<file path="src/hw/rtl/fbe_pkg.sv">
// Shared types and constants for the mono frame buffer engine.
package fbe_pkg;

	localparam int MAX_PITCH_BYTES_DEF = 32;
	localparam int MAX_ROWS_DEF        = 64;

	localparam int CFG_IDX_W  = 2;
	localparam int CFG_DATA_W = 9;

	localparam logic [8:0] WIDTH_RST  = 9'd128;
	localparam logic [6:0] HEIGHT_RST = 7'd64;
	localparam logic [5:0] PITCH_RST  = 6'd16;

	localparam logic [7:0] PIX_MSB   = 8'h80;
	localparam logic [7:0] BYTE_ONES = 8'hFF;
	localparam logic [5:0] PITCH_MIN = 6'h01;

	typedef enum logic [2:0] {
		ACT_SET  = 3'd0,
		ACT_GET  = 3'd1,
		ACT_WR8  = 3'd2,
		ACT_RD8  = 3'd3,
		ACT_FILL = 3'd4
	} action_t;

	typedef enum logic [1:0] {
		REG_WIDTH  = 2'd0,
		REG_HEIGHT = 2'd1,
		REG_PITCH  = 2'd2,
		REG_BG     = 2'd3
	} reg_idx_t;

	typedef enum logic [1:0] {
		ST_CLEAR,
		ST_IDLE,
		ST_READ,
		ST_WRITE
	} state_t;

	// effective geometry, already saturated
	typedef struct packed {
		logic [8:0] width;
		logic [6:0] height;
		logic [5:0] pitch;
		logic       bg;
	} geom_t;

endpackage

</file>
<file path="src/hw/rtl/fbe_seq.sv">
// Request sequencer: clipping, byte walk and read-modify-write of the frame store.
module fbe_seq #(
	parameter int MAX_PITCH_BYTES = fbe_pkg::MAX_PITCH_BYTES_DEF,
	parameter int MAX_ROWS        = fbe_pkg::MAX_ROWS_DEF,
	localparam int DEPTH = MAX_PITCH_BYTES * MAX_ROWS,
	localparam int AW    = (DEPTH > 1) ? $clog2(DEPTH) : 1
) (
	input  logic               clk,
	input  logic               arst_n,
	input  logic               start,
	output logic               busy,
	input  logic [2:0]         action,
	input  logic signed [11:0] pos_x,
	input  logic signed [11:0] pos_y,
	input  logic signed [11:0] span,
	input  logic [10:0]        rows,
	input  logic [7:0]         pixel_bits,
	input  logic [7:0]         write_mask,
	input  logic               color,
	input  fbe_pkg::geom_t     geom,
	output logic               done,
	output logic [7:0]         read_data,
	output logic               ram_we,
	output logic [AW-1:0]      ram_waddr,
	output logic [7:0]         ram_wdata,
	output logic               ram_re,
	output logic [AW-1:0]      ram_raddr,
	input  logic [7:0]         ram_rdata
);

	fbe_pkg::state_t  state_q, state_d;
	fbe_pkg::action_t act_q, act_in;

	logic [2:0]        off_q;
	logic signed [9:0] bc_q, bc_first_q, bc_last_q;
	logic [6:0]        ry_q, ylast_q;
	logic [8:0]        x0_q, x1_q;
	logic [15:0]       wd_q, wm_q, acc_q;
	logic              rowok_q, vis0_q, color_q;
	logic [AW-1:0]     clr_q;
	logic              done_q;
	logic [7:0]        rdata_q;

	// request decode
	logic              accept, op_known, go_mem;
	logic signed [12:0] xs, ys, sp, ye, wsg, hsg;
	logic signed [12:0] xa, xb, xlo, xhi, ylo, yhi;
	logic               fill_empty, rowok_in, vis0_in;
	logic signed [9:0]  bx;
	logic [7:0]         dsel, msel;

	// per-byte work
	logic [12:0]  prod;
	logic [13:0]  sum;
	logic [AW-1:0] byte_addr;
	logic [7:0]   vis, fsel, wdb, wmb, m, d, vis_data;
	logic         first, is_fill, is_wr, last_byte;
	logic [15:0]  acc_d, sh;
	logic [7:0]   result;

	assign accept = start && !busy;
	assign act_in = fbe_pkg::action_t'(action);

	always_comb begin
		xs  = 13'(pos_x);
		ys  = 13'(pos_y);
		sp  = 13'(span);
		ye  = ys + $signed({2'b00, rows});
		wsg = $signed({4'b0000, geom.width});
		hsg = $signed({6'b000000, geom.height});
		if (sp < 0) begin
			xa = xs + sp;
			xb = xs;
		end else begin
			xa = xs;
			xb = xs + sp;
		end
		xlo = (xa < 0) ? 13'sd0 : xa;
		xhi = (xb > wsg) ? wsg : xb;
		ylo = (ys < 0) ? 13'sd0 : ys;
		yhi = (ye > hsg) ? hsg : ye;
		fill_empty = (xlo >= xhi) || (ylo >= yhi);
		rowok_in = (ys >= 0) && (ys < hsg);
		vis0_in  = rowok_in && (xs >= 0) && (xs < wsg);
		bx = 10'(pos_x >>> 3);
		if (act_in == fbe_pkg::ACT_SET) begin
			dsel = color ? fbe_pkg::PIX_MSB : 8'h00;
			msel = fbe_pkg::PIX_MSB;
		end else begin
			dsel = pixel_bits;
			msel = write_mask;
		end
		case (act_in)
			fbe_pkg::ACT_SET, fbe_pkg::ACT_GET, fbe_pkg::ACT_WR8,
			fbe_pkg::ACT_RD8: op_known = 1'b1;
			fbe_pkg::ACT_FILL: op_known = !fill_empty;
			default: op_known = 1'b0;
		endcase
		go_mem = accept && op_known;
	end

	// byte address and modify
	always_comb begin
		prod = ry_q * geom.pitch;
		sum  = {1'b0, prod} + {8'h00, bc_q[5:0]};
		byte_addr = AW'(sum);
		for (int j = 0; j < 8; j++) begin
			logic signed [12:0] c;
			c = {bc_q, 3'(j)};
			vis[7-j]  = (c >= 0) && (c < wsg);
			fsel[7-j] = (c >= $signed({4'b0000, x0_q})) && (c < $signed({4'b0000, x1_q}));
		end
		first   = (bc_q == bc_first_q);
		wdb     = first ? wd_q[15:8] : wd_q[7:0];
		wmb     = first ? wm_q[15:8] : wm_q[7:0];
		is_fill = (act_q == fbe_pkg::ACT_FILL);
		is_wr   = is_fill || (act_q == fbe_pkg::ACT_SET) || (act_q == fbe_pkg::ACT_WR8);
		m = is_fill ? fsel : (wmb & vis & {8{rowok_q}});
		d = is_fill ? {8{color_q}} : wdb;
		vis_data = ram_rdata & vis;
		acc_d = first ? {vis_data, acc_q[7:0]} : {acc_q[15:8], vis_data};
		sh    = acc_d << off_q;
		last_byte = (bc_q == bc_last_q) && (ry_q == ylast_q);
		case (act_q)
			fbe_pkg::ACT_GET: result = {7'b0, vis0_q ? sh[15] : geom.bg};
			fbe_pkg::ACT_RD8: result = rowok_q ? sh[15:8] : (geom.bg ? fbe_pkg::BYTE_ONES : 8'h00);
			default:          result = 8'h00;
		endcase
	end

	// state register
	always_ff @(posedge clk or negedge arst_n) begin
		if (!arst_n) begin
			state_q <= fbe_pkg::ST_CLEAR;
		end else begin
			state_q <= state_d;
		end
	end

	// next state and memory controls
	always_comb begin
		state_d   = state_q;
		ram_we    = 1'b0;
		ram_waddr = byte_addr;
		ram_wdata = (ram_rdata & ~m) | (d & m);
		ram_re    = 1'b0;
		ram_raddr = byte_addr;
		case (state_q)
			fbe_pkg::ST_CLEAR: begin
				ram_we    = 1'b1;
				ram_waddr = clr_q;
				ram_wdata = 8'h00;
				if (clr_q == AW'(DEPTH - 1)) begin
					state_d = fbe_pkg::ST_IDLE;
				end
			end
			fbe_pkg::ST_IDLE: begin
				if (go_mem) begin
					state_d = fbe_pkg::ST_READ;
				end
			end
			fbe_pkg::ST_READ: begin
				ram_re  = 1'b1;
				state_d = fbe_pkg::ST_WRITE;
			end
			fbe_pkg::ST_WRITE: begin
				ram_we  = is_wr && (m != 8'h00);
				state_d = last_byte ? fbe_pkg::ST_IDLE : fbe_pkg::ST_READ;
			end
			default: state_d = fbe_pkg::ST_IDLE;
		endcase
	end

	assign busy      = (state_q != fbe_pkg::ST_IDLE);
	assign done      = done_q;
	assign read_data = rdata_q;

	// control counters and result strobe
	always_ff @(posedge clk or negedge arst_n) begin
		if (!arst_n) begin
			clr_q  <= '0;
			done_q <= 1'b0;
		end else begin
			if (state_q == fbe_pkg::ST_CLEAR) begin
				clr_q <= clr_q + 1'b1;
			end
			done_q <= (accept && !op_known) || (state_q == fbe_pkg::ST_WRITE && last_byte);
		end
	end

	// request payload and byte walk
	always_ff @(posedge clk) begin
		if (accept) begin
			rdata_q <= 8'h00;
		end else if (state_q == fbe_pkg::ST_WRITE && last_byte) begin
			rdata_q <= result;
		end
		if (go_mem) begin
			act_q   <= act_in;
			off_q   <= pos_x[2:0];
			rowok_q <= rowok_in;
			vis0_q  <= vis0_in;
			color_q <= color;
			wd_q    <= {dsel, 8'h00} >> pos_x[2:0];
			wm_q    <= {msel, 8'h00} >> pos_x[2:0];
			acc_q   <= '0;
			x0_q    <= xlo[8:0];
			x1_q    <= xhi[8:0];
			if (act_in == fbe_pkg::ACT_FILL) begin
				bc_q       <= 10'(xlo >>> 3);
				bc_first_q <= 10'(xlo >>> 3);
				bc_last_q  <= 10'((xhi - 13'sd1) >>> 3);
				ry_q       <= ylo[6:0];
				ylast_q    <= 7'(yhi - 13'sd1);
			end else begin
				bc_q       <= bx;
				bc_first_q <= bx;
				bc_last_q  <= (act_in == fbe_pkg::ACT_WR8 || act_in == fbe_pkg::ACT_RD8)
				              ? bx + 10'sd1 : bx;
				ry_q       <= pos_y[6:0];
				ylast_q    <= pos_y[6:0];
			end
		end else if (state_q == fbe_pkg::ST_WRITE) begin
			acc_q <= acc_d;
			if (bc_q == bc_last_q) begin
				bc_q <= bc_first_q;
				ry_q <= ry_q + 7'd1;
			end else begin
				bc_q <= bc_q + 10'sd1;
			end
		end
	end

	// read-only requests never touch the store
	a_no_write_on_read: assert property (@(posedge clk) disable iff (!arst_n)
		(state_q == fbe_pkg::ST_WRITE &&
		 (act_q == fbe_pkg::ACT_GET || act_q == fbe_pkg::ACT_RD8)) |-> !ram_we)
		else $error("write during read request");

	a_waddr_range: assert property (@(posedge clk) disable iff (!arst_n)
		(ram_we && state_q == fbe_pkg::ST_WRITE) |-> (32'(ram_waddr) < DEPTH))
		else $error("store write beyond depth");

	a_done_source: assert property (@(posedge clk) disable iff (!arst_n)
		done_q |-> ($past(state_q == fbe_pkg::ST_WRITE) ||
		            $past(start && state_q == fbe_pkg::ST_IDLE)))
		else $error("result strobe without a finished request");

	a_read_then_write: assert property (@(posedge clk) disable iff (!arst_n)
		(state_q == fbe_pkg::ST_READ) |=> (state_q == fbe_pkg::ST_WRITE))
		else $error("read not followed by modify cycle");

endmodule

</file>
<file path="config.mk">
export PLATFORM = sky130hd
export DESIGN_NAME = fbe_seq
export DESIGN_NICKNAME = d
export VERILOG_FILES = /design/src/hw/rtl/fbe_pkg.sv /design/src/hw/rtl/fbe_seq.sv
export SDC_FILE = /design/constraint.sdc
export NUM_CORES = 1
export LEC_CHECK = 0
export BUFFER_PORTS_ARGS = -buffer_cell sky130_fd_sc_hd__clkbuf_2
export CAP_MARGIN = 10
export CORE_MARGIN = 2
export CORE_UTILIZATION = 30
export DETAILED_ROUTE_END_ITERATION = 8
export PLACE_DENSITY = 0.57
export SKIP_LAST_GASP = 1
export SLEW_MARGIN = 25
export SYNTH_ARGS = -nofsm -noshare
export SYNTH_HDL_FRONTEND = slang
export SYNTH_SLANG_ARGS = --single-unit
</file>
<file path="constraint.sdc">
create_clock -name clk -period 8.1 [get_ports clk]
set_input_delay 1.62 -clock clk [delete_from_list [all_inputs] [get_ports clk]]
set_output_delay 1.62 -clock clk [all_outputs]
set_load 0.01 [all_outputs]
</file>
# Word level (Yosys, flattened, before mapping)

Index checks and enable logic that the tools add are counted.
W data, S select, Z words.

Bits in read-only memories: 0
Memories kept: 0
Word-level logic and storage cells: 180
Memory bits (writable): 0
Bits in registers: 141
Output and inout bits: 42
Bits in latches: 0
Bits of input ports: 101

Bitwise gates (word level): 7
Magnitude comparators: 43
Shift-type cells: 3
Add/sub/neg operators: 9
Divide/modulo/power cells: 0
Reductions and logical operators: 42
Multiply operators: 1
Equal/unequal tests: 18
Multiplexer cells: 38

Operator list:

| operator                | count |
|---|---|
| $lt A13 B10 Y1          | 16 |
| $ge A13 B1 Y1 const B   | 8 |
| $ge A13 B10 Y1          | 8 |
| $mux W8                 | 10 |
| $mux W13                | 6 |
| $mux W10                | 6 |
| $and A8 B8 Y8           | 5 |
| $mux W7                 | 5 |
| $shr A16 B3 Y16         | 2 |
| $add A12 B12 Y13        | 2 |
| $ge A13 B13 Y1          | 2 |
| $logic_and A1 B1 Y1     | 25 |
| $ge A12 B1 Y1 const B   | 2 |
| $lt A12 B1 Y1 const B   | 2 |
| $eq A10 B10 Y1          | 2 |
| $mux W16                | 1 |
| $pmux W8 S2             | 1 |
| $shl A16 B3 Y16         | 1 |
| $gt A13 B10 Y1          | 1 |
| $gt A13 B8 Y1           | 1 |
| $lt A13 B1 Y1 const B   | 1 |
| $sub A13 B2 Y13 const B | 1 |
| $eq A3 B2 Y1 const B    | 4 |
| $lt A12 B10 Y1          | 1 |
| other kinds (31)        | 48 |

# Depth between registers and ports, before layout

Word-level depth: 11
Gate-level depth with buffers: 30
Gate-level depth less buffers: 28

# Worst setup path before layout

OpenSTA, ideal clock, no wires.

Path type: input port to flip-flop
From: input pos_x[1]
To: register act_q[0], enable pin
Library setup time: 0.408 ns
Cell stages on the path: 26
Path buffers: 3
Path slack: -0.033 ns
Arrival: 7.726 ns
Data required time: 7.692 ns
Cell sequence: clkbuf_1 -> inv_2 -> fa_1 -> nor2b_1 -> o31a_2 -> o22ai_2 -> xnor2_1 -> mux2_2 -> ha_1 -> a2111oi_0 -> a211oi_1 -> a211o_1 -> a22oi_2 -> clkbuf_1 -> nor2_1 -> a21oi_1 -> ha_1 -> nand2b_1 -> a211oi_1 -> o31ai_1 -> a211oi_1 -> o31ai_1 -> o41ai_2 -> nand3_1 -> inv_2 -> buf_2

Longest elaborated chain between the ends: 9
Elaborated cells between the ends (all ways): 12
Those cells by class: 1 x add/sub; 3 x order compare; 5 x mux; 3 x reduce/logical

Ends and longest elaborated chain:

| element               | RTL line       | source |
|---|---|---|
| start, declared       | fbe_seq.sv:13  | `input logic signed [11:0] pos_x,` |
| $add A12 B12 Y13      | fbe_seq.sv:76  | `xb = xs + sp;` |
| $mux W13 *            | fbe_seq.sv:71  | `if (sp < 0) begin` |
| $gt A13 B10 Y1 *      | fbe_seq.sv:79  | `xhi = (xb > wsg) ? wsg : xb;` |
| $mux W13 *            | fbe_seq.sv:79  |  |
| net xhi[0]            | fbe_seq.sv:47  | `logic signed [12:0] xa, xb, xlo, xhi, ylo, yhi;` |
| $ge A13 B13 Y1 *      | fbe_seq.sv:82  | `fill_empty = (xlo >= xhi) \|\| (ylo >= yhi);` |
| $logic_or A1 B1 Y1 *  | fbe_seq.sv:82  |  |
| $logic_not A1 Y1 *    | fbe_seq.sv:96  | `fbe_pkg::ACT_FILL: op_known = !fill_empty;` |
| $pmux W1 S2 *         | fbe_seq.sv:93  | `case (act_in)` |
| $logic_and A1 B1 Y1 * | fbe_seq.sv:99  | `go_mem = accept && op_known;` |
| net go_mem            | fbe_seq.sv:45  | `logic accept, op_known, go_mem;` |
| end signal, assigned  | fbe_seq.sv:199 | `act_q <= act_in;` |
| end, declared         | fbe_seq.sv:32  | `fbe_pkg::action_t act_q, act_in;` |

Mark *: on every way through the listed nets, which the timed path passes. The rest lies on a longest branch.
A chain may end at the register's enable or synchronous reset.

# Worst setup path after layout

From: input pos_x[0]
To: register wd_q[1], enable pin

Longest elaborated chain between the ends: 9
Elaborated cells between the ends (all ways): 12
Those cells by class: 1 x add/sub; 3 x order compare; 5 x mux; 3 x reduce/logical

Ends and longest elaborated chain:

| element               | RTL line       | source |
|---|---|---|
| $add A12 B12 Y13      | fbe_seq.sv:76  |  |
| $mux W13 *            | fbe_seq.sv:71  |  |
| $gt A13 B10 Y1        | fbe_seq.sv:79  |  |
| $mux W13 *            | fbe_seq.sv:79  |  |
| net xhi[4]            | fbe_seq.sv:47  |  |
| $ge A13 B13 Y1 *      | fbe_seq.sv:82  |  |
| $logic_or A1 B1 Y1 *  | fbe_seq.sv:82  |  |
| $logic_not A1 Y1 *    | fbe_seq.sv:96  |  |
| $pmux W1 S2 *         | fbe_seq.sv:93  |  |
| $logic_and A1 B1 Y1 * | fbe_seq.sv:99  |  |
| end signal, assigned  | fbe_seq.sv:204 | `wd_q <= {dsel, 8'h00} >> pos_x[2:0];` |
| end, declared         | fbe_seq.sv:38  | `logic [15:0] wd_q, wm_q, acc_q;` |

Marks and branches as above.

==> run metrics <==
Compound-Gate Fraction of Synth Area 0.187; GRT Resource Usage Total 0.168; Synth Area in Adders 0.159; slew of the pin with the lowest slew margin 1100 ps; Core Area 0.0443 mm^2; die width 216 um; simple-gate portion of the synthesized area 0.194; first-pass GRT wire length 63.1 mm; P_leak 6.62 nW; Worst EP arrival 7720 ps; Sink Count 138; f_max 0.131 GHz; critical path type input pin to flop; Final WS setup 489 ps; top cells by area, synth edfxtp_1 22%, ha_1 12%, nand2_1 5.5%, xnor2_1 4.5%, fa_1 3.7%; register area share after synthesis 0.284; setup bufs post-CTS 0; DRC Markers 0; Reg2Reg Depth 9; wire length per cell 17.2 um; largest family of logic cells by synthesized area simple AND/OR/NAND/NOR gates; cell count after synthesis 1568; Avg Cell Area, Syn 8.63 um^2; gr ovfl total 0; Pins Over Slew Limit 0; I/O pins 143; mux share of post-synthesis cell area 0.0580; R2R Setup Slk 4460 ps; number of setup violations in the final report 0; DP Wirelength 31.4 mm; setup TNS 0 ps; CP endpoint kind flop; CTS Buf Count 17; Post-synth ARST share 0.101; DR vias 11788; vias in the first global route 11673; Die H 216 um; die area 0.0468 mm^2; WL final 39.2 mm; clock root cell clkbuf_16; Detail Route Antenna Nets 0; pre-CTS setup slack -83.2 ps; initial antenna violation count 1; worst hold slack 447 ps; Max H-tree Level 4; CP Max Fanout 56; Core Rows 77; # hold bufs at CTS 0; post-layout min period 7610 ps; vias per inst 5.16; Worst-Skew Late Latency 430 ps; Synth top area share 0.224; CTS tree done; Final nets 1938; routability-driven placement congestion ratio 0.871; 1st-iter DRT viols 840; outcome finished, final reports clean; top_reg_cell synth edfxtp_1; PwrDens 244 mW/mm^2; share of layout cells above drive strength 1 0.151; PnR Total Power 3.77 mW; Hold Crit Class flop to flop; number of max-cap violations 0; cell taking the most area after synthesis edfxtp_1; CTS max path bufs 2; Synth Register Bits 138; largest net degree at the start of global routing 57; Slew HR 0.267; hold depth 2; Peak VDD IR 0.000232 V; Post-Layout Cell Count 2285; Cell Area, Synth 0.0135 mm^2; crit path launch type input pin; XOR/XNOR Fraction of Synth Area 0.0654; final hold vios 0; Layout area overhead 14.2%; CP Data Required Time 8210 ps; Final Skew 13.4 ps; CTS resizes 0; IO Port Bufs 142; YS warnings 0; router iterations before antenna repair 5; Synth cell types 91; final critical-path share of the clock period 0.940; DP Cell Count 2253; Mapped Nets 1826; Post-synth EDFFs 101; Initial Util 0.305; clock slew at reported path FFs 70 ps; n_diodes 0
path summary, 6_finish.rpt:
kind,endpoint,from
max reg2reg,read_data[0]$_SDFFE_PP0P_,bc_q[5]$_DFFE_PP_
min reg2reg,read_data[7]$_SDFFE_PP0P_,read_data[7]$_SDFFE_PP0P_
min in group asynchronous,done$_DFF_PN0_,arst_n
min,read_data[7]$_SDFFE_PP0P_,read_data[7]$_SDFFE_PP0P_
max in group asynchronous,clr_q[8]$_DFFE_PN0P_,arst_n
max,wd_q[1]$_SDFFCE_PN0P_,pos_x[0]
kinds of logic after synthesis:
logic type,count (synthesis)
mux,68
simple gates,548
xor+xnor,101
compound gates,377
flops,138
buf+inv,179
fa+ha+maj,157
metrics by stage:
step / area (um^2) / utilization
2_1_floorplan: 13500 / -
3_3_place_gp: 14900 / 0.336
3_5_place_dp: 14900 / 0.336
4_1_cts: 15400 / 0.349
5_1_grt: 15500 / 0.349
6_report: 15500 / 0.349
placed cells by master (no fill, tap or decap), types with 8 or more instances in the layout:
cell and instances:
mux2i_1 39, nor3_1 34, a31oi_1 11, xor2_1 31, o21ai_1 25, o31ai_1 17, o21a_1 16, nand2_1 197
o211ai_1 16, dfrtp_1 14, nor2b_1 23, nand3_1 44, edfxtp_1 101, nand2b_1 19, clkbuf_16 17, mux2_2 21
a22o_1 8, ha_1 132, o21ai_0 65, o22ai_1 9, a21oi_1 80, dfxtp_1 23, buf_4 20, nor2_1 116
a211oi_1 27, and2_1 25, nor4_1 10, xnor2_1 70, clkbuf_2 142, inv_1 103, a21o_1 28, nand4_1 23
fa_1 25
power breakdown:
group | total, mW | internal (mW) | switching, mW | leakage [nW]
sequential | 1.05 | 0.904 | 0.151 | 1.31
combinational | 1.97 | 0.815 | 1.15 | 5.04
clock | 0.744 | 0.402 | 0.342 | 0.273
area by class of cell:
type	instances	area, um^2
Inverter	108	408
Clock inverter	15	134
Timing Repair Buffer	164	901
Clock buffer	17	425
Multi-Input combinational cell	1251	9000
Tap cell	592	741
Fill cell	4622	28900
Sequential cell	138	3840
layer usage:
| metal | track usage | routed length, um | vias to the layer above |
|---|---|---|---|
| met2 | 0.271 | 18000 | 279 |
| met5 | 0 | 0 | - |
| met4 | 0.0450 | 683 | 0 |
| met3 | 0.0171 | 1350 | 43 |
| met1 | 0.239 | 19200 | 5573 |
| li1 | - | - | 5893 |
cell usage after synthesis (14+ instances only):
master / number
mux2_2: 21
o21a_1: 16
o21ai_0: 65
nand2b_1: 19
and2_1: 25
nand4_1: 23
ha_1: 132
a211oi_1: 27
dfxtp_1: 23
nor2_1: 116
fa_1: 25
o21ai_1: 25
nand2_1: 197
a21o_1: 28
edfxtp_1: 101
o31ai_1: 17
nand3_1: 45
dfrtp_1: 14
mux2i_1: 39
xnor2_1: 70
o211ai_1: 16
inv_1: 103
buf_2: 19
clkbuf_1: 47
nor2b_1: 23
nor3_1: 35
xor2_1: 31
a21oi_1: 80
sequential cells by signal, indices dropped and copies added (netlist names), 7 cells and up:
| name | flops |
|---|---|
| acc_q | 15 |
| wd_q | 15 |
| wm_q | 15 |
| clr_q | 11 |
| bc_first_q | 10 |
| bc_last_q | 10 |
| bc_q | 10 |
| x0_q | 9 |
| x1_q | 9 |
| read_data | 8 |
| ry_q | 7 |
| ylast_q | 7 |
critical path, stage by stage:
cell and delay (ps):
clkbuf_2 90, ha_1 240, inv_1 80, fa_1 400, nor2b_1 170, o31a_2 190
o22ai_2 140, xnor2_1 180, mux2_2 350, ha_1 330, a2111oi_0 450, a211oi_1 130
a211o_1 260, a22oi_2 210, buf_4 280, nand2_1 70, o21ai_0 120, inv_1 90
ha_1 290, a21oi_1 150, o31ai_1 100, a211oi_1 280, o31ai_1 140, o41ai_2 470
nand3_2 250, inv_4 270, buf_12 300
Power figures use the tool's default switching activity.
