$ cat src/hw/rtl/fbe_pkg.sv
// Shared types and constants for the mono frame buffer engine.
package fbe_pkg;

	localparam int MAX_PITCH_BYTES_DEF = 32;
	localparam int MAX_ROWS_DEF        = 64;

	localparam int CFG_IDX_W  = 2;
	localparam int CFG_DATA_W = 9;

	localparam logic [8:0] WIDTH_RST  = 9'd128;
	localparam logic [6:0] HEIGHT_RST = 7'd64;
	localparam logic [5:0] PITCH_RST  = 6'd16;

	localparam logic [7:0] PIX_MSB   = 8'h80;
	localparam logic [7:0] BYTE_ONES = 8'hFF;
	localparam logic [5:0] PITCH_MIN = 6'h01;

	typedef enum logic [2:0] {
		ACT_SET  = 3'd0,
		ACT_GET  = 3'd1,
		ACT_WR8  = 3'd2,
		ACT_RD8  = 3'd3,
		ACT_FILL = 3'd4
	} action_t;

	typedef enum logic [1:0] {
		REG_WIDTH  = 2'd0,
		REG_HEIGHT = 2'd1,
		REG_PITCH  = 2'd2,
		REG_BG     = 2'd3
	} reg_idx_t;

	typedef enum logic [1:0] {
		ST_CLEAR,
		ST_IDLE,
		ST_READ,
		ST_WRITE
	} state_t;

	// effective geometry, already saturated
	typedef struct packed {
		logic [8:0] width;
		logic [6:0] height;
		logic [5:0] pitch;
		logic       bg;
	} geom_t;

endpackage

$ cat src/hw/rtl/fbe_regs.sv
// Configuration registers and effective geometry.
module fbe_regs #(
	parameter int MAX_PITCH_BYTES = fbe_pkg::MAX_PITCH_BYTES_DEF,
	parameter int MAX_ROWS        = fbe_pkg::MAX_ROWS_DEF
) (
	input  logic                          clk,
	input  logic                          arst_n,
	input  logic                          cfg_write,
	input  logic [fbe_pkg::CFG_IDX_W-1:0]  cfg_index,
	input  logic [fbe_pkg::CFG_DATA_W-1:0] cfg_data,
	output fbe_pkg::geom_t                geom
);

	logic [8:0] width_q;
	logic [6:0] height_q;
	logic [5:0] pitch_q;
	logic       bg_q;
	logic [5:0] pitch_eff;
	logic [6:0] height_eff;
	logic [8:0] pitch_px;

	always_ff @(posedge clk or negedge arst_n) begin
		if (!arst_n) begin
			width_q  <= fbe_pkg::WIDTH_RST;
			height_q <= fbe_pkg::HEIGHT_RST;
			pitch_q  <= fbe_pkg::PITCH_RST;
			bg_q     <= 1'b0;
		end else if (cfg_write) begin
			case (fbe_pkg::reg_idx_t'(cfg_index))
				fbe_pkg::REG_WIDTH:  width_q  <= cfg_data[8:0];
				fbe_pkg::REG_HEIGHT: height_q <= cfg_data[6:0];
				fbe_pkg::REG_PITCH:  pitch_q  <= cfg_data[5:0];
				fbe_pkg::REG_BG:     bg_q     <= cfg_data[0];
				default: ;
			endcase
		end
	end

	always_comb begin
		if (pitch_q == 6'd0) begin
			pitch_eff = fbe_pkg::PITCH_MIN;
		end else if (32'(pitch_q) > MAX_PITCH_BYTES) begin
			pitch_eff = 6'(MAX_PITCH_BYTES);
		end else begin
			pitch_eff = pitch_q;
		end
		if (32'(height_q) > MAX_ROWS) begin
			height_eff = 7'(MAX_ROWS);
		end else begin
			height_eff = height_q;
		end
		pitch_px = {pitch_eff, 3'b000};
		geom.width  = (width_q > pitch_px) ? pitch_px : width_q;
		geom.height = height_eff;
		geom.pitch  = pitch_eff;
		geom.bg     = bg_q;
	end

endmodule

$ cat config.mk
export PLATFORM = sky130hd
export DESIGN_NAME = fbe_regs
export DESIGN_NICKNAME = d
export VERILOG_FILES = /design/src/hw/rtl/fbe_pkg.sv /design/src/hw/rtl/fbe_regs.sv
export SDC_FILE = /design/constraint.sdc
export NUM_CORES = 1
export LEC_CHECK = 0
export ABC_AREA = 1
export BUFFER_PORTS_ARGS = -buffer_cell sky130_fd_sc_hd__clkbuf_2
export CORE_ASPECT_RATIO = 1.5
export CORE_UTILIZATION = 27
export CTS_CLUSTER_DIAMETER = 80
export DETAILED_ROUTE_END_ITERATION = 12
export SYNTH_ARGS = -nofsm -noshare
export SYNTH_HDL_FRONTEND = slang
export SYNTH_SLANG_ARGS = --single-unit
$ cat constraint.sdc
create_clock -name clk -period 2.95 [get_ports clk]
set_clock_uncertainty 0.05 [all_clocks]
set_input_delay 0.1475 -clock clk [delete_from_list [all_inputs] [get_ports clk]]
set_output_delay 0.1475 -clock clk [all_outputs]
set_load 0.01 [all_outputs]
Word-level counts from Yosys, hierarchy flattened
Index checks and enable logic that the tools add are counted.

storage, ports and cells
  register bits after elaboration = 23

operators by class
  mux-type cells = 4
  equality and inequality tests = 3
  reduce and logical (&&, ||, !) cells = 6
  magnitude comparators = 3

operator list
  cell                                                 count
  2-to-1 mux 6 bit                                     2
  > comparator 9 bit                                   1
  2-to-1 mux 9 bit                                     1
  AND reduction 2 bit                                  4
  > comparator 7 bit, second input constant            1
  2-to-1 mux 7 bit                                     1
  > comparator 6 bit, second input constant            1
  zero test 6 bit                                      1
  equality test 2 bit, second input constant           2
  equality test 2 x 1 -> 1 bit, second input constant  1
  zero test 2 bit                                      1

Longest topological paths before layout
Gate-level depths: netlist of the first run.

  word-level depth = 5
  depth in mapped cells = 12
  gate-level depth less buffers = 12

Worst setup path before layout of the first run
OpenSTA, ideal clock, no wires.

  kind = register to output
  start = reg pitch_q[0]
  end = out geom[15] (netlist bit)
  stages on the path, launching flop included = 13
  path buffers = 0
  arrival time = 1.708 ns
  data required time = 2.753 ns
  slack = 1.044 ns
  cells stage by stage = dfrtp_1 > nor2_1 > nand3_1 > a21oi_2 > inv_1 > ha_1 > nand2_1 > nand2_1 > nand2_2 > nand3_4 > nand2_4 > inv_2 > nor2_2

RTL lines
  element                 RTL line        source
  start, declared         fbe_regs.sv:16  logic [5:0] pitch_q;
  start signal, assigned  fbe_regs.sv:26  pitch_q <= fbe_pkg::PITCH_RST;
  start signal, assigned  fbe_regs.sv:32  fbe_pkg::REG_PITCH: pitch_q <= cfg_data[5:0];
  end, declared           fbe_regs.sv:11  output fbe_pkg::geom_t geom

==> impl.org, run 1 <==
** Setup path
- Along the worst path, the maximum fanout reaches 8.
- Startpoint Class :: register
- Signal arrival time at the worst endpoint :: 2170 ps
- Setup crit start :: pitch_q[3]
- STA classifies the critical path endpoint as an output port.
- R2R setup slack :: 2120 ps
- In this run the critical register-to-register path is captured at width_q[8].
- The worst register-to-register path has a depth of 1.
- Following the worst setup path forward leads to its endpoint at geom[15].
- The critical path is of the register to output port type.
- Startpoint of the lowest-slack register-to-register path :: width_q[8]
- Data required time at the worst endpoint :: 2750 ps

** Place
- Global placer's final weighted congestion :: 0.790
- Number of cells in the design after placement :: 267
- In this run the tool buffered the top-level ports with 36 buffer cells.
- Detailed placement HPWL :: 2350 µm
- Prior to clock tree synthesis, the placed netlist has a worst setup slack of 844 ps.

** STA
- At the pin with the least slew margin, the transition time is 583 ps.
- For this run, the top clock speed supported by timing is 422 MHz.
- Worst Setup Slack, final :: 578 ps
- After routing, the total negative slack on setup checks comes to 0 ps.
- Setup violations remaining at the end of the flow were counted as 0.
- Slew Limit Fails :: 0
- Counting I/O delays and the setup requirement, the final critical path takes 2370 ps.
- Max-slew headroom at the worst pin :: 61.1%
- The count of endpoints failing hold in the final timing report was 0.
- Setup repair after global routing missed its margin :: false
- Dividing the final minimum period by the clock period gives 80.4%.

** Synthesis
- Counting flops and latches in the post-synthesis netlist gives 23.
- The number of different library cells used by synthesis comes to 24.
- After technology mapping, the gate count stands at 171.
- The synthesized design contains 0 enable-type register cells.
- Most frequently used cell type in the post-synthesis netlist :: sky130_fd_sc_hd__nand2_1
- The number of nets handed over by synthesis was 191.
- Ranked by total cell area, the synthesized netlist is headed by sky130_fd_sc_hd__dfrtp_1, sky130_fd_sc_hd__nand2_1, sky130_fd_sc_hd__inv_1, sky130_fd_sc_hd__o21ai_0, sky130_fd_sc_hd__dfstp_2.
- Of the synthesized area, sequential elements account for 43.4%.
- For this run, the leading register cell type out of synthesis is sky130_fd_sc_hd__dfrtp_1.
- Cell taking the most area after synthesis :: sky130_fd_sc_hd__dfrtp_1
- Synth Area per Inst :: 7.80 µm²
- Of all flip-flops after synthesis, the portion carrying an async set or reset was 100%.
- In the synthesized netlist, the cells that appear most often are sky130_fd_sc_hd__nand2_1, sky130_fd_sc_hd__inv_1, sky130_fd_sc_hd__o21ai_0.
- Fraction of post-synthesis cell area in the top cell type by area :: 37.5%
- During synthesis, Yosys emitted a total of 0 warnings.
- The synthesized netlist occupies a cell area of 0.00133 mm².

** Floorplanning
- Floorplan Core Area :: 0.00477 mm²
- The initial utilization of the core area, before any placement, comes to 28.0%.
- Placement Rows :: 31
- The die covers 0.00523 mm².
- Die boundary width :: 59.4 µm
- Measured along the y axis, the die boundary spans 88.1 µm.
- Pin placement for this block handled 37 I/O pins.

** CTS
- Clock-pin slew on the worst setup and hold paths :: 80 ps
- Counting the buffers created by CTS gives 3.
- After clock tree synthesis, the repair step resized 0 gates.
- TritonCTS built the clock tree.
- The longest clock path from root to sink contains 2 buffers.
- The clock drives 23 sinks.
- In this run the number of H-tree levels came out at 1.
- Clock network latency to the later pin of the worst-skew pair :: 260 ps
- In this run the clock root is driven by a sky130_fd_sc_hd__clkbuf_8.

** Global route
- For this run the aggregate overflow at the end of global routing stands at 0.
- Vias in the first global route :: 1104
- Global-route wire length before repair :: 4990 µm
- Entering global routing, the biggest net connects 24 pins.
- Across every metal layer, demand over resource in global routing totals 12.8%.
- The number of antenna violations at the first check in global routing came to 0.

** Power
- Total power for the finished layout comes to 1030 µW.
- Power spread over the standard cell area amounts to 635 mW/mm².
- In this run the static leakage power is 0.000908 µW.
- Max VDD drop :: 0.000228 V

** Run status
- The run finished with clean final reports.

** Layout
- Total number of nets in the final design :: 227
- Number of diodes :: 0
- Excluding fillers, the count of instances in the completed layout stands at 272.
- Area growth syn-to-layout :: 21.1%
- Share of cells above drive strength 1 :: 26.7%
- Cells fill 33.9% of the core in the end.

** Route
- The count of nets left with antenna violations once routing finished came out at 0.
- Dividing the detail-routed wire length by the instance count gives 10.7 µm.
- Across all layers, the routed design uses 1140 vias.
- In the routed design, unresolved DRC markers number 0.
- First-pass DRT Iterations :: 4
- First-iteration detailed-routing DRC count :: 21
- After detailed routing, the number of vias per cell comes to 4.19.
- For this block, the routed nets add up to 2910 µm of wire.

** Hold path
- Type of the tightest min-delay check :: primary input to register

** Run
- Max-cap violation count :: 0
report_power, final:
group          internal, µW  switching (µW)  leakage (µW)
sequential              372            42.9      0.000280
combinational           165             255      0.000605
clock                  96.3            95.0     0.0000228
per-layer routing:
layer	up-vias	part of all wire, %	wire (µm)	GRT usage, %
li1	601	-	-	-
met1	501	43	1260	14.0
met2	29	50	1440	22.9
met3	9	3.3	95	1.03
met4	0	3.8	110	8.23
met5	-	0	0	0
final cells by class:
type                            instances  area (µm²)
Multi-Input combinational cell        111         602
Fill cell                             546        3160
Sequential cell                        23         579
Tap cell                               66        82.6
Clock buffer                            4        45.0
Timing Repair Buffer                   37         190
Inverter                               31         116
cell families (layout without fill, tap and decap cells):
family	Yosys count	after routing	synth area share, %
flops	23	23	43.4
simple gates	79	79	28.5
buf+inv	37	72	11.4
mux	2	2	1.69
compound gates	24	24	9.29
fa+ha+maj	6	6	5.63
critical path, stage by stage (launching register included):
cell and delay (ps):
sky130_fd_sc_hd__dfrtp_1 400, sky130_fd_sc_hd__nor2_1 150, sky130_fd_sc_hd__nand3_1 110, sky130_fd_sc_hd__a21oi_2 180, sky130_fd_sc_hd__inv_1 70, sky130_fd_sc_hd__ha_1 300
sky130_fd_sc_hd__nand2_1 70, sky130_fd_sc_hd__nand2_1 60, sky130_fd_sc_hd__nand2_2 70, sky130_fd_sc_hd__nand3_4 110, sky130_fd_sc_hd__nand2_4 130, sky130_fd_sc_hd__inv_2 50
sky130_fd_sc_hd__nor2_2 70, sky130_fd_sc_hd__clkbuf_2 130
state kept, by name, indices dropped and copies added, names as in the netlist:
register and cells:
bg_q 1, pitch_q 6, width_q 9, height_q 7
worst min path at each step:
stage,end,from,cells after the start
after floorplan,bg_q,arst_n,0
after global placement,bg_q,arst_n,1
after detailed placement,bg_q,arst_n,1
after CTS,width_q[8],cfg_data[8],2
after global routing,width_q[8],cfg_data[8],2
final,height_q[6],cfg_data[6],3
cells in the final DEF (no fill, tap or decap):
master,netlist,layout
sky130_fd_sc_hd__dfrtp_1,20,20
sky130_fd_sc_hd__inv_1,30,30
sky130_fd_sc_hd__dlygate4sd3_1,0,1
sky130_fd_sc_hd__nand4_1,2,2
sky130_fd_sc_hd__clkbuf_8,0,3
sky130_fd_sc_hd__nand2_2,2,2
sky130_fd_sc_hd__nand3_1,9,9
sky130_fd_sc_hd__ha_1,6,6
sky130_fd_sc_hd__clkbuf_2,0,36
sky130_fd_sc_hd__mux2_2,2,2
sky130_fd_sc_hd__nor2_2,2,2
sky130_fd_sc_hd__nor3_4,1,1
sky130_fd_sc_hd__clkbuf_1,2,1
sky130_fd_sc_hd__o21ai_0,22,22
sky130_fd_sc_hd__a21oi_2,1,1
sky130_fd_sc_hd__nand2_4,1,1
sky130_fd_sc_hd__nand2_1,47,47
sky130_fd_sc_hd__nor2_4,1,1
sky130_fd_sc_hd__nand3_4,1,1
sky130_fd_sc_hd__dfstp_2,3,3
sky130_fd_sc_hd__nor2_1,12,12
sky130_fd_sc_hd__inv_2,1,1
sky130_fd_sc_hd__a21oi_1,1,1
sky130_fd_sc_hd__nand3b_4,1,1
what timing repair did:
| item | in CTS | in global routing |
|---|---|---|
| hold buffers | 1 | 0 |
| hold endpoints to repair | 20 | 0 |
| setup buffers | 0 | 0 |
per-stage QoR:
step                instance area (µm²)  hold WS (ps)
global placement                   1560           122
detailed placement                 1560           129
finish                             1620          58.6
floorplan                          1330          -198
global route                       1620          72.0
CTS                                1620          52.5
No activity file was read; power rests on OpenSTA's default activity.
==> run 2, diff against run 1 <==
ABC_AREA = 0   (was 1)
clock period = 2.32 ns   (was 2.95 ns; I/O delays follow)
==> impl.org, run 2 <==
** Setup path
- The buffer and inverter count on the worst path came to 2 (was 3).
- The kind of start point of the critical path is a register (unchanged).
- The startpoint-to-endpoint class of the critical path is register to output port (unchanged).
- The critical path's largest stage delay was 400 ps (about the same).
- The nature of the critical path endpoint was an output port (unchanged).
- Cell type of the slowest stage on the worst timing path :: sky130_fd_sc_hd__dfrtp_1 (unchanged)
- Startpoint of the lowest-slack register-to-register path :: pitch_q[5] (was width_q[8])
- Logic depth of the worst register-to-register path :: 2 (was 1)
- The worst-path maximum fanout was 5 (was 8).
- The arrival time reported for the critical path endpoint was 2340 ps (was 2170 ps).
- The number of stages on the worst setup path came to 10 (was 13).
- Most frequent CP cell :: sky130_fd_sc_hd__nor2_1 (was sky130_fd_sc_hd__nand2_1)
- The worst setup slack for register-to-register paths is 1360 ps (was 2120 ps).
- The data required time at the worst endpoint was 2150 ps (was 2750 ps).
- Sequence of cells on the critical path :: nor4_1 > nor2_1 > nor2_1 > ha_1 > nand4bb_1 > nor3_2 > a31oi_4 > buf_12 > mux2_4 > clkbuf_2 (was nor2_1 > nand3_1 > a21oi_2 > inv_1 > ha_1 > nand2_1 > nand2_1 > nand2_2 > nand3_4 > nand2_4 > inv_2 > nor2_2 > clkbuf_2)
- Worst r2r dst :: pitch_q[5] (was width_q[8])
- CP top delay family :: simple AND/OR/NAND/NOR gates (unchanged)

** STA
- The worst slew margin relative to its limit was 62.1% (was 61.1%).
- The final critical path takes up 108% of the cycle.
- Final critical path time including I/O delays and setup :: 2510 ps
- Setup repair after global routing missed its margin :: true (was false)
- Final setup fails :: 6 (was 0)
- The max-slew violation count was 0 (unchanged).
- F_max :: 399 MHz
- The measured slew at the worst slew-check pin was 568 ps (was 583 ps).
- The final worst setup slack came to -189 ps (was 578 ps).
- Final hold viol count :: 0 (unchanged)

** Hold path
- Type of the tightest min-delay check :: primary input to register (unchanged)
- Number of cells on the worst hold path :: 2 (was 3)
- Start point of the worst hold path :: cfg_data[7] (was cfg_data[6])
- The endpoint with the worst hold slack is width_q[7] (was height_q[6]).

** Synthesis
- The synthesis-stage register bit count was 23 (unchanged).
- Largest cells by area after synthesis: sky130_fd_sc_hd__dfrtp_1, sky130_fd_sc_hd__mux2_2, sky130_fd_sc_hd__dfstp_2, sky130_fd_sc_hd__ha_1, sky130_fd_sc_hd__nor2b_1 (was sky130_fd_sc_hd__dfrtp_1, sky130_fd_sc_hd__nand2_1, sky130_fd_sc_hd__inv_1, sky130_fd_sc_hd__o21ai_0, sky130_fd_sc_hd__dfstp_2).
- The cell area after technology mapping was 0.00123 mm² (was 0.00133 mm²).
- The synthesized instance count was 99 (was 171).
- The async set-or-reset flop fraction in the synthesized netlist came to 100% (unchanged).
- The complex-gate fraction of the synthesized area is 4.69% (was 9.29%).
- The mux contribution to synthesized area is 25.7% (was 1.69%).
- Simple logic cell fraction of the synthesized area :: 12.8% (was 28.5%)
- Main synth FF type :: sky130_fd_sc_hd__dfrtp_1 (unchanged)
- The largest family of logic cells by synthesized area is multiplexers (was simple AND/OR/NAND/NOR gates).
- Sequential fraction of the synthesis area :: 47.2% (was 43.4%)
- Number of enable flip-flop cells after synthesis :: 0 (unchanged)
- Area share of fa/ha/maj cells after synthesis :: 6.12% (was 5.63%)
- Yosys warns :: 0 (unchanged)
- The number of library cell types mapped by synthesis came to 25 (was 24).
- The per-instance average area after synthesis came to 12.4 µm² (was 7.80 µm²).
- Fraction of post-synthesis cell area in the top cell type by area :: 40.8% (was 37.5%)
- Leading post-synthesis cells by instance count: sky130_fd_sc_hd__mux2_2, sky130_fd_sc_hd__dfrtp_1, sky130_fd_sc_hd__nor2b_1 (was sky130_fd_sc_hd__nand2_1, sky130_fd_sc_hd__inv_1, sky130_fd_sc_hd__o21ai_0).
- The xor/xnor cell area share of the yosys netlist came to 0% (unchanged).
- The library cell occupying the most area in the post-synthesis netlist was sky130_fd_sc_hd__dfrtp_1 (unchanged).
- Syn_nets :: 119 (was 191)
- The most common cell in the synthesized netlist is sky130_fd_sc_hd__mux2_2 (was sky130_fd_sc_hd__nand2_1).

** Route
- The iteration count of the initial detailed-routing pass was 8 (was 4).
- Final routed wirelength across all metal layers :: 2690 µm (was 2910 µm)
- The number of DRC violations after detailed routing was 4 (was 0).
- Remaining number of nets flagged by the antenna check after routing :: 0 (unchanged)
- First-iteration detailed-routing DRC count :: 10 (was 21)
- Via count normalized by instance count :: 4.84 (was 4.19)
- The post-detailed-route wirelength per cell was 14.3 µm (was 10.7 µm).
- Total via count in the routed design :: 910 (was 1140)

** Floorplanning
- Initial Util :: 28.6% (was 28.0%)
- Floorplan die area :: 0.00482 mm² (was 0.00523 mm²)
- Top-level I/O count :: 37 (unchanged)
- Chip height :: 84.5 µm (was 88.1 µm)
- The horizontal extent of the die came to 57.0 µm (was 59.4 µm).
- Floorplan Core Area :: 0.00428 mm² (was 0.00477 mm²)
- The number of cell rows was 29 (was 31).

** Power
- Total power density per cell area :: 926 mW/mm² (was 635 mW/mm²)
- Static power due to leakage :: 0.000787 µW (was 0.000908 µW)
- Total design power :: 1490 µW (was 1030 µW)
- Max VDD drop :: 0.000488 V (was 0.000228 V)

** Run
- The number of max-capacitance violations reported is 0 (unchanged).

** Run status
- Run status :: complete, but fails checks (was completed)
- The final reports fail on DRC, setup timing.

** Place
- The placer congestion estimate is 0.787 (was 0.790).
- The placed wire-length estimate after detailed placement is 2120 µm (was 2350 µm).
- Number of cells in the design after placement :: 180 (was 267)
- Count of buffers inserted at the top-level ports :: 36 (unchanged)

** Layout
- Commonest cells after routing, fill and taps aside :: sky130_fd_sc_hd__clkbuf_2, sky130_fd_sc_hd__mux2_2, sky130_fd_sc_hd__dfrtp_1, sky130_fd_sc_hd__nor2b_1 (was sky130_fd_sc_hd__nand2_1, sky130_fd_sc_hd__clkbuf_2, sky130_fd_sc_hd__inv_1, sky130_fd_sc_hd__o21ai_0, sky130_fd_sc_hd__dfrtp_1)
- Largest registers in the final layout :: width_q x9, height_q x7, pitch_q x6 (unchanged)
- Leading cell type in the layout, fill and taps excluded :: sky130_fd_sc_hd__clkbuf_2 (was sky130_fd_sc_hd__nand2_1)
- Largest register by flop count :: width_q (unchanged)
- Share of cells above drive strength 1 :: 57.0% (was 26.7%)
- The final layout net count came to 163 (was 227).
- Final Util :: 37.6% (was 33.9%)
- The synthesis-to-finish area growth is 31.3% (was 21.1%).
- The flip-flop count of the largest register after layout was 9 (unchanged).
- The number of non-filler instances in the completed layout came to 188 (was 272).
- Number of diodes :: 0 (unchanged)

** Global route
- The overall track demand over capacity in global routing was 12.3% (was 12.8%).
- The via count of the first global-routing pass is 944 (was 1104).
- Number of antenna violations at the first check in global routing :: 0 (unchanged)
- The overall overflow remaining after global route came to 0 (unchanged).
- The largest net degree at the start of global routing was 24 (unchanged).
- Global-route wire length before repair :: 4520 µm (was 4990 µm)

** CTS
- The number of H-tree levels is 1 (unchanged).
- The source-to-sink clock delay at the later pin of the worst-skew pair came to 260 ps (about the same).
- Clock-pin slew on the worst setup and hold paths :: 80 ps (about the same)
- The clock tree from TritonCTS was built (unchanged).
- The CTS sink count was 23 (unchanged).
- Number of buffers between clock root and the deepest sink :: 2 (unchanged)
- Inserted Clock Buffers :: 3 (unchanged)
- The root cell of the clock tree is sky130_fd_sc_hd__clkbuf_8 (unchanged).
-- run 2: power by group --
group / switching [µW] / leakage (µW) / internal (µW)
registers: 55.5 / 0.000269 / 484
logic: 305 / 0.000493 / 401
clock network: 126 / 0.0000255 / 120
total: 486 / 0.000787 / 1010
-- run 2: cell families after synthesis --
family	Yosys count
muxes	28
and+or+nand+nor	27
DFF	23
buffers and inverters	10
adders and majority gates	6
AOI/OAI and AO/OA	5
-- run 2: timing repair --
item,CTS,global route
gates resized for setup,8,10
pin swaps,3,1
setup endpoints to repair,6,6
hold buffers,1,0
endpoints found under the hold margin,20,0
setup buffers,3,0
-- run 2: stage by stage --
stage	hold slack (ps)	setup WS (ps)	TNS, ps	instance area (µm²)
3_3_place_gp	84.4	35.4	0	1470
6_report	33.7	-189	-1100	1610
3_5_place_dp	87.2	56.9	0	1470
4_1_cts	25.3	-203	-1180	1590
2_1_floorplan	-230	210	0	1230
5_1_grt	34.9	-313	-1810	1610
-- run 2: final cells by class --
| type | count | area (µm²) |
|---|---|---|
| multi-input combinational | 66 | 632 |
| sequential | 23 | 579 |
| fill | 421 | 2670 |
| clock buffer | 3 | 41.3 |
| tap | 46 | 57.6 |
| inverter | 6 | 22.5 |
| clock inverter | 1 | 5.00 |
| timing repair buffer | 43 | 273 |
-- run 2: worst max-delay path by stage --
stage,startpoint,end
global placement,pitch_q[1],geom[18]
global route,pitch_q[1],geom[20]
floorplan,pitch_q[1],geom[17]
detailed placement,pitch_q[1],geom[18]
finish,pitch_q[1],geom[20]
CTS,pitch_q[1],geom[22]
-- run 2: layer usage --
| metal | vias up | GRT usage [%] | part of all wire [%] |
|---|---|---|---|
| li1 | 429 | - | - |
| met4 | 0 | 5.32 | 1.0 |
| met5 | - | 0 | 0 |
| met2 | 27 | 22.4 | 54 |
| met3 | 2 | 1.69 | 4.0 |
| met1 | 452 | 14.0 | 41 |
-- run 2: worst reg2reg max path, stage by stage (launching register included) --
cell	delay, ps
sky130_fd_sc_hd__dfrtp_1	390
sky130_fd_sc_hd__buf_4	150
sky130_fd_sc_hd__mux2_2	250
==> run 3, diff against run 2 <==
REMOVE_ABC_BUFFERS = 1   (was not set)
==> impl.org, run 3 (same netlist as run 2, synthesis figures left out) <==
** STA
- Slew Limit Fails :: 0 (unchanged)
- The post-route fraction of the period consumed by the critical path is 108% (about the same).
- The total setup violations reported at the end of the flow came to 6 (unchanged).
- The highest achievable clock rate is 401 MHz (was 399 MHz).
- The worst slew margin relative to its limit was 62.1% (about the same).
- Slew at the pin closest to its max-slew limit :: 568 ps (about the same)
- The count of endpoints failing hold in the final timing report is 0 (unchanged).
- Worst Setup Slack, final :: -177 ps (was -189 ps)
- The post-route minimum period came to 2500 ps (was 2510 ps).
- Setup repair after global routing missed its margin :: true (unchanged)

** Setup path
- Peak fanout along the critical path :: 6 (was 5)
- Worst setup EP type :: output port (unchanged)
- The launching element of the worst setup path was pitch_q[2] (was pitch_q[1]).
- Cell type of the slowest stage on the worst timing path :: sky130_fd_sc_hd__dfrtp_1 (unchanged)
- Signal arrival time at the worst endpoint :: 2330 ps (was 2340 ps)
- The kind of start point of the critical path is a register (unchanged).
- The startpoint-to-endpoint class of the critical path was register to output port (unchanged).
- The critical path's largest stage delay is 410 ps (was 400 ps).
- The origin of the critical flop-to-flop path is pitch_q[5] (unchanged).
- The data required time at the worst endpoint is 2150 ps (about the same).
- The destination of the worst register-to-register timing path is pitch_q[5] (unchanged).
- The worst reg2reg path depth came to 2 (unchanged).
- The worst setup slack for register-to-register paths came to 1360 ps (about the same).
- CP top delay family :: simple AND/OR/NAND/NOR gates (unchanged)
- Number of buffer and inverter stages on the critical path :: 1 (was 2)
- Sequence of cells on the critical path: nor4_2 > nor2_1 > nor2_2 > ha_1 > nand4bb_1 > nor3_1 > a31oi_4 > mux2_2 > clkbuf_2 (was nor4_1 > nor2_1 > nor2_1 > ha_1 > nand4bb_1 > nor3_2 > a31oi_4 > buf_12 > mux2_4 > clkbuf_2).

** Layout
- Largest register by flop count :: width_q (unchanged)
- The count of fill cells added during filler insertion came to 445 (was 421).
- The final core area utilization was 36.8% (was 37.6%).
- Commonest cells after routing, fill and taps aside: sky130_fd_sc_hd__clkbuf_2, sky130_fd_sc_hd__mux2_2, sky130_fd_sc_hd__dfrtp_1, sky130_fd_sc_hd__buf_4 (was sky130_fd_sc_hd__clkbuf_2, sky130_fd_sc_hd__mux2_2, sky130_fd_sc_hd__dfrtp_1, sky130_fd_sc_hd__nor2b_1).
- The share of final-layout standard cells stronger than drive strength 1 was 60.1% (was 57.0%).
- The number of non-filler instances in the completed layout came to 189 (was 188).
- Flip-flop count of the largest register after layout :: 9 (unchanged)
- Leading cell type in the layout, fill and taps excluded :: sky130_fd_sc_hd__clkbuf_2 (unchanged)
- Total number of nets in the final design :: 164 (was 163)
- The synthesis-to-finish area growth came to 28.5% (was 31.3%).
- Largest registers in the final layout :: width_q x9, height_q x7, pitch_q x6 (unchanged)
- Number of diodes :: 0 (unchanged)

** Route
- The post-detailed-route count of antenna-violating nets came to 0 (unchanged).
- The iteration count of the initial detailed-routing pass was 7 (was 8).
- The number of DRC violations after detailed routing was 6 (was 4).
- The initial detailed-routing violation count is 25 (was 10).
- Via count normalized by instance count :: 4.81 (was 4.84)
- Routed length per instance :: 14.9 µm (was 14.3 µm)
- Total via count in the routed design :: 909 (was 910)
- The detailed-route wire length was 2810 µm (was 2690 µm).

** Floorplanning
- The initial core utilization is 28.6% (unchanged).
- Chip height :: 84.5 µm (unchanged)
- Floorplan die area :: 0.00482 mm² (unchanged)
- Top-level I/O count :: 37 (unchanged)
- The number of cell rows is 29 (unchanged).
- The horizontal extent of the die was 57.0 µm (unchanged).
- Floorplan Core Area :: 0.00428 mm² (unchanged)

** CTS
- Clock network latency to the later pin of the worst-skew pair :: 260 ps (about the same)
- Inserted Clock Buffers :: 3 (unchanged)
- Clock H-tree levels :: 1 (unchanged)
- Clock-pin slew on the worst setup and hold paths :: 80 ps (about the same)
- Sinks on the clock net :: 23 (unchanged)
- Clock tree from TritonCTS :: built (unchanged)
- Number of buffers between clock root and the deepest sink :: 2 (unchanged)
- The root cell of the clock tree was sky130_fd_sc_hd__clkbuf_8 (unchanged).

** Power
- The power per unit of standard cell area is 885 mW/mm² (was 926 mW/mm²).
- Max VDD drop :: 0.000226 V (was 0.000488 V)
- The leakage power total came to 0.000763 µW (was 0.000787 µW).

** Hold path
- The class of the worst hold path is primary input to register (unchanged).
- Start point of the worst hold path :: cfg_data[8] (was cfg_data[7])
- Number of cells on the worst hold path :: 2 (unchanged)
- Endpoint of the worst hold-timing path :: width_q[8] (was width_q[7])

** Run status
- Run status :: complete, but fails checks (unchanged)
- Failing checks: DRC, setup timing (unchanged).

** Global route
- Global-route wire length before repair :: 4590 µm (was 4520 µm)
- The via count of the first global-routing pass came to 977 (was 944).
- The largest net degree at the start of global routing is 24 (unchanged).
- The overall overflow remaining after global route is 0 (unchanged).
- Overall track demand over capacity in global routing :: 12.0% (was 12.3%)
- Number of antenna violations at the first check in global routing :: 0 (unchanged)

** Place
- The placer congestion estimate came to 0.922 (was 0.787).
- Number of cells in the design after placement :: 179 (was 180)
- The number of input and output port buffers inserted was 36 (unchanged).
- Detailed placement HPWL :: 2210 µm (was 2120 µm)

** Run
- The number of max-capacitance violations reported was 0 (unchanged).
run 3: cell count changes in the layout (fill, tap and decap cells not counted), sizes merged:
cell / before / now
clkbuf: 35 / 39
buf: 10 / 7
run 3: worst reg2reg max path, cell delays in order, from the launching register on:
cell and delay, ps:
sky130_fd_sc_hd__dfrtp_1 390, sky130_fd_sc_hd__buf_4 160, sky130_fd_sc_hd__mux2_2 260
run 3: timing repair:
| action | in CTS | in global routing |
|---|---|---|
| hold endpoints to repair | 20 | 0 |
| setup endpoints to repair | 6 | 9 |
| setup buffers | 2 | 3 |
| pin swaps | 2 | 2 |
| gates resized for setup | 4 | 3 |
| hold buffers | 1 | 0 |
run 3: area by class of cell:
type	instances	area (µm²)	share of cell area, %
clock buffers	3	41.3	2.62
clock inverters	1	5.00	0.318
inverters	6	22.5	1.43
multi-input cells	66	627	39.8
flip-flops and latches	23	579	36.8
well taps	46	57.6	3.65
repair buffers	44	243	15.4
run 3: worst max-delay path by stage:
stage	to	slack [ps]	cells after the start
finish	geom[20]	-180	9
global route	geom[18]	-300	9
CTS	geom[20]	-150	7
detailed placement	geom[20]	70	9
global placement	geom[17]	150	9
floorplan	geom[17]	210	8
run 3: routing by layer:
metal  routed length, µm  part of all wire, %  up-vias  global-route usage, %
met4                  26                 0.93        0                   2.44
li1                    -                    -      428                      -
met2                1580                   56       30                   23.5
met3                 126                  4.5        6                   2.00
met1                1080                   38      445                   13.0
met5                   0                    0        -                      0
run 3: where the power goes:
part	switching (µW)	internal [µW]	total, µW
clock network	119	120	238
registers	63.2	485	548
logic	283	324	608
run 3: metrics by stage:
| step | power, µW | setup TNS (ps) | setup WS [ps] | hold slack, ps | cell area, µm² |
|---|---|---|---|---|---|
| CTS | 1380 | -826 | -150 | 40.8 | 1540 |
| floorplan | 897 | 0 | 210 | -230 | 1210 |
| global route | 1490 | -1770 | -304 | 36.5 | 1580 |
| global placement | 1080 | 0 | 152 | 77.2 | 1460 |
| detailed placement | 1110 | 0 | 68.6 | 92.1 | 1460 |
| finish | 1390 | -1030 | -177 | 45.0 | 1580 |
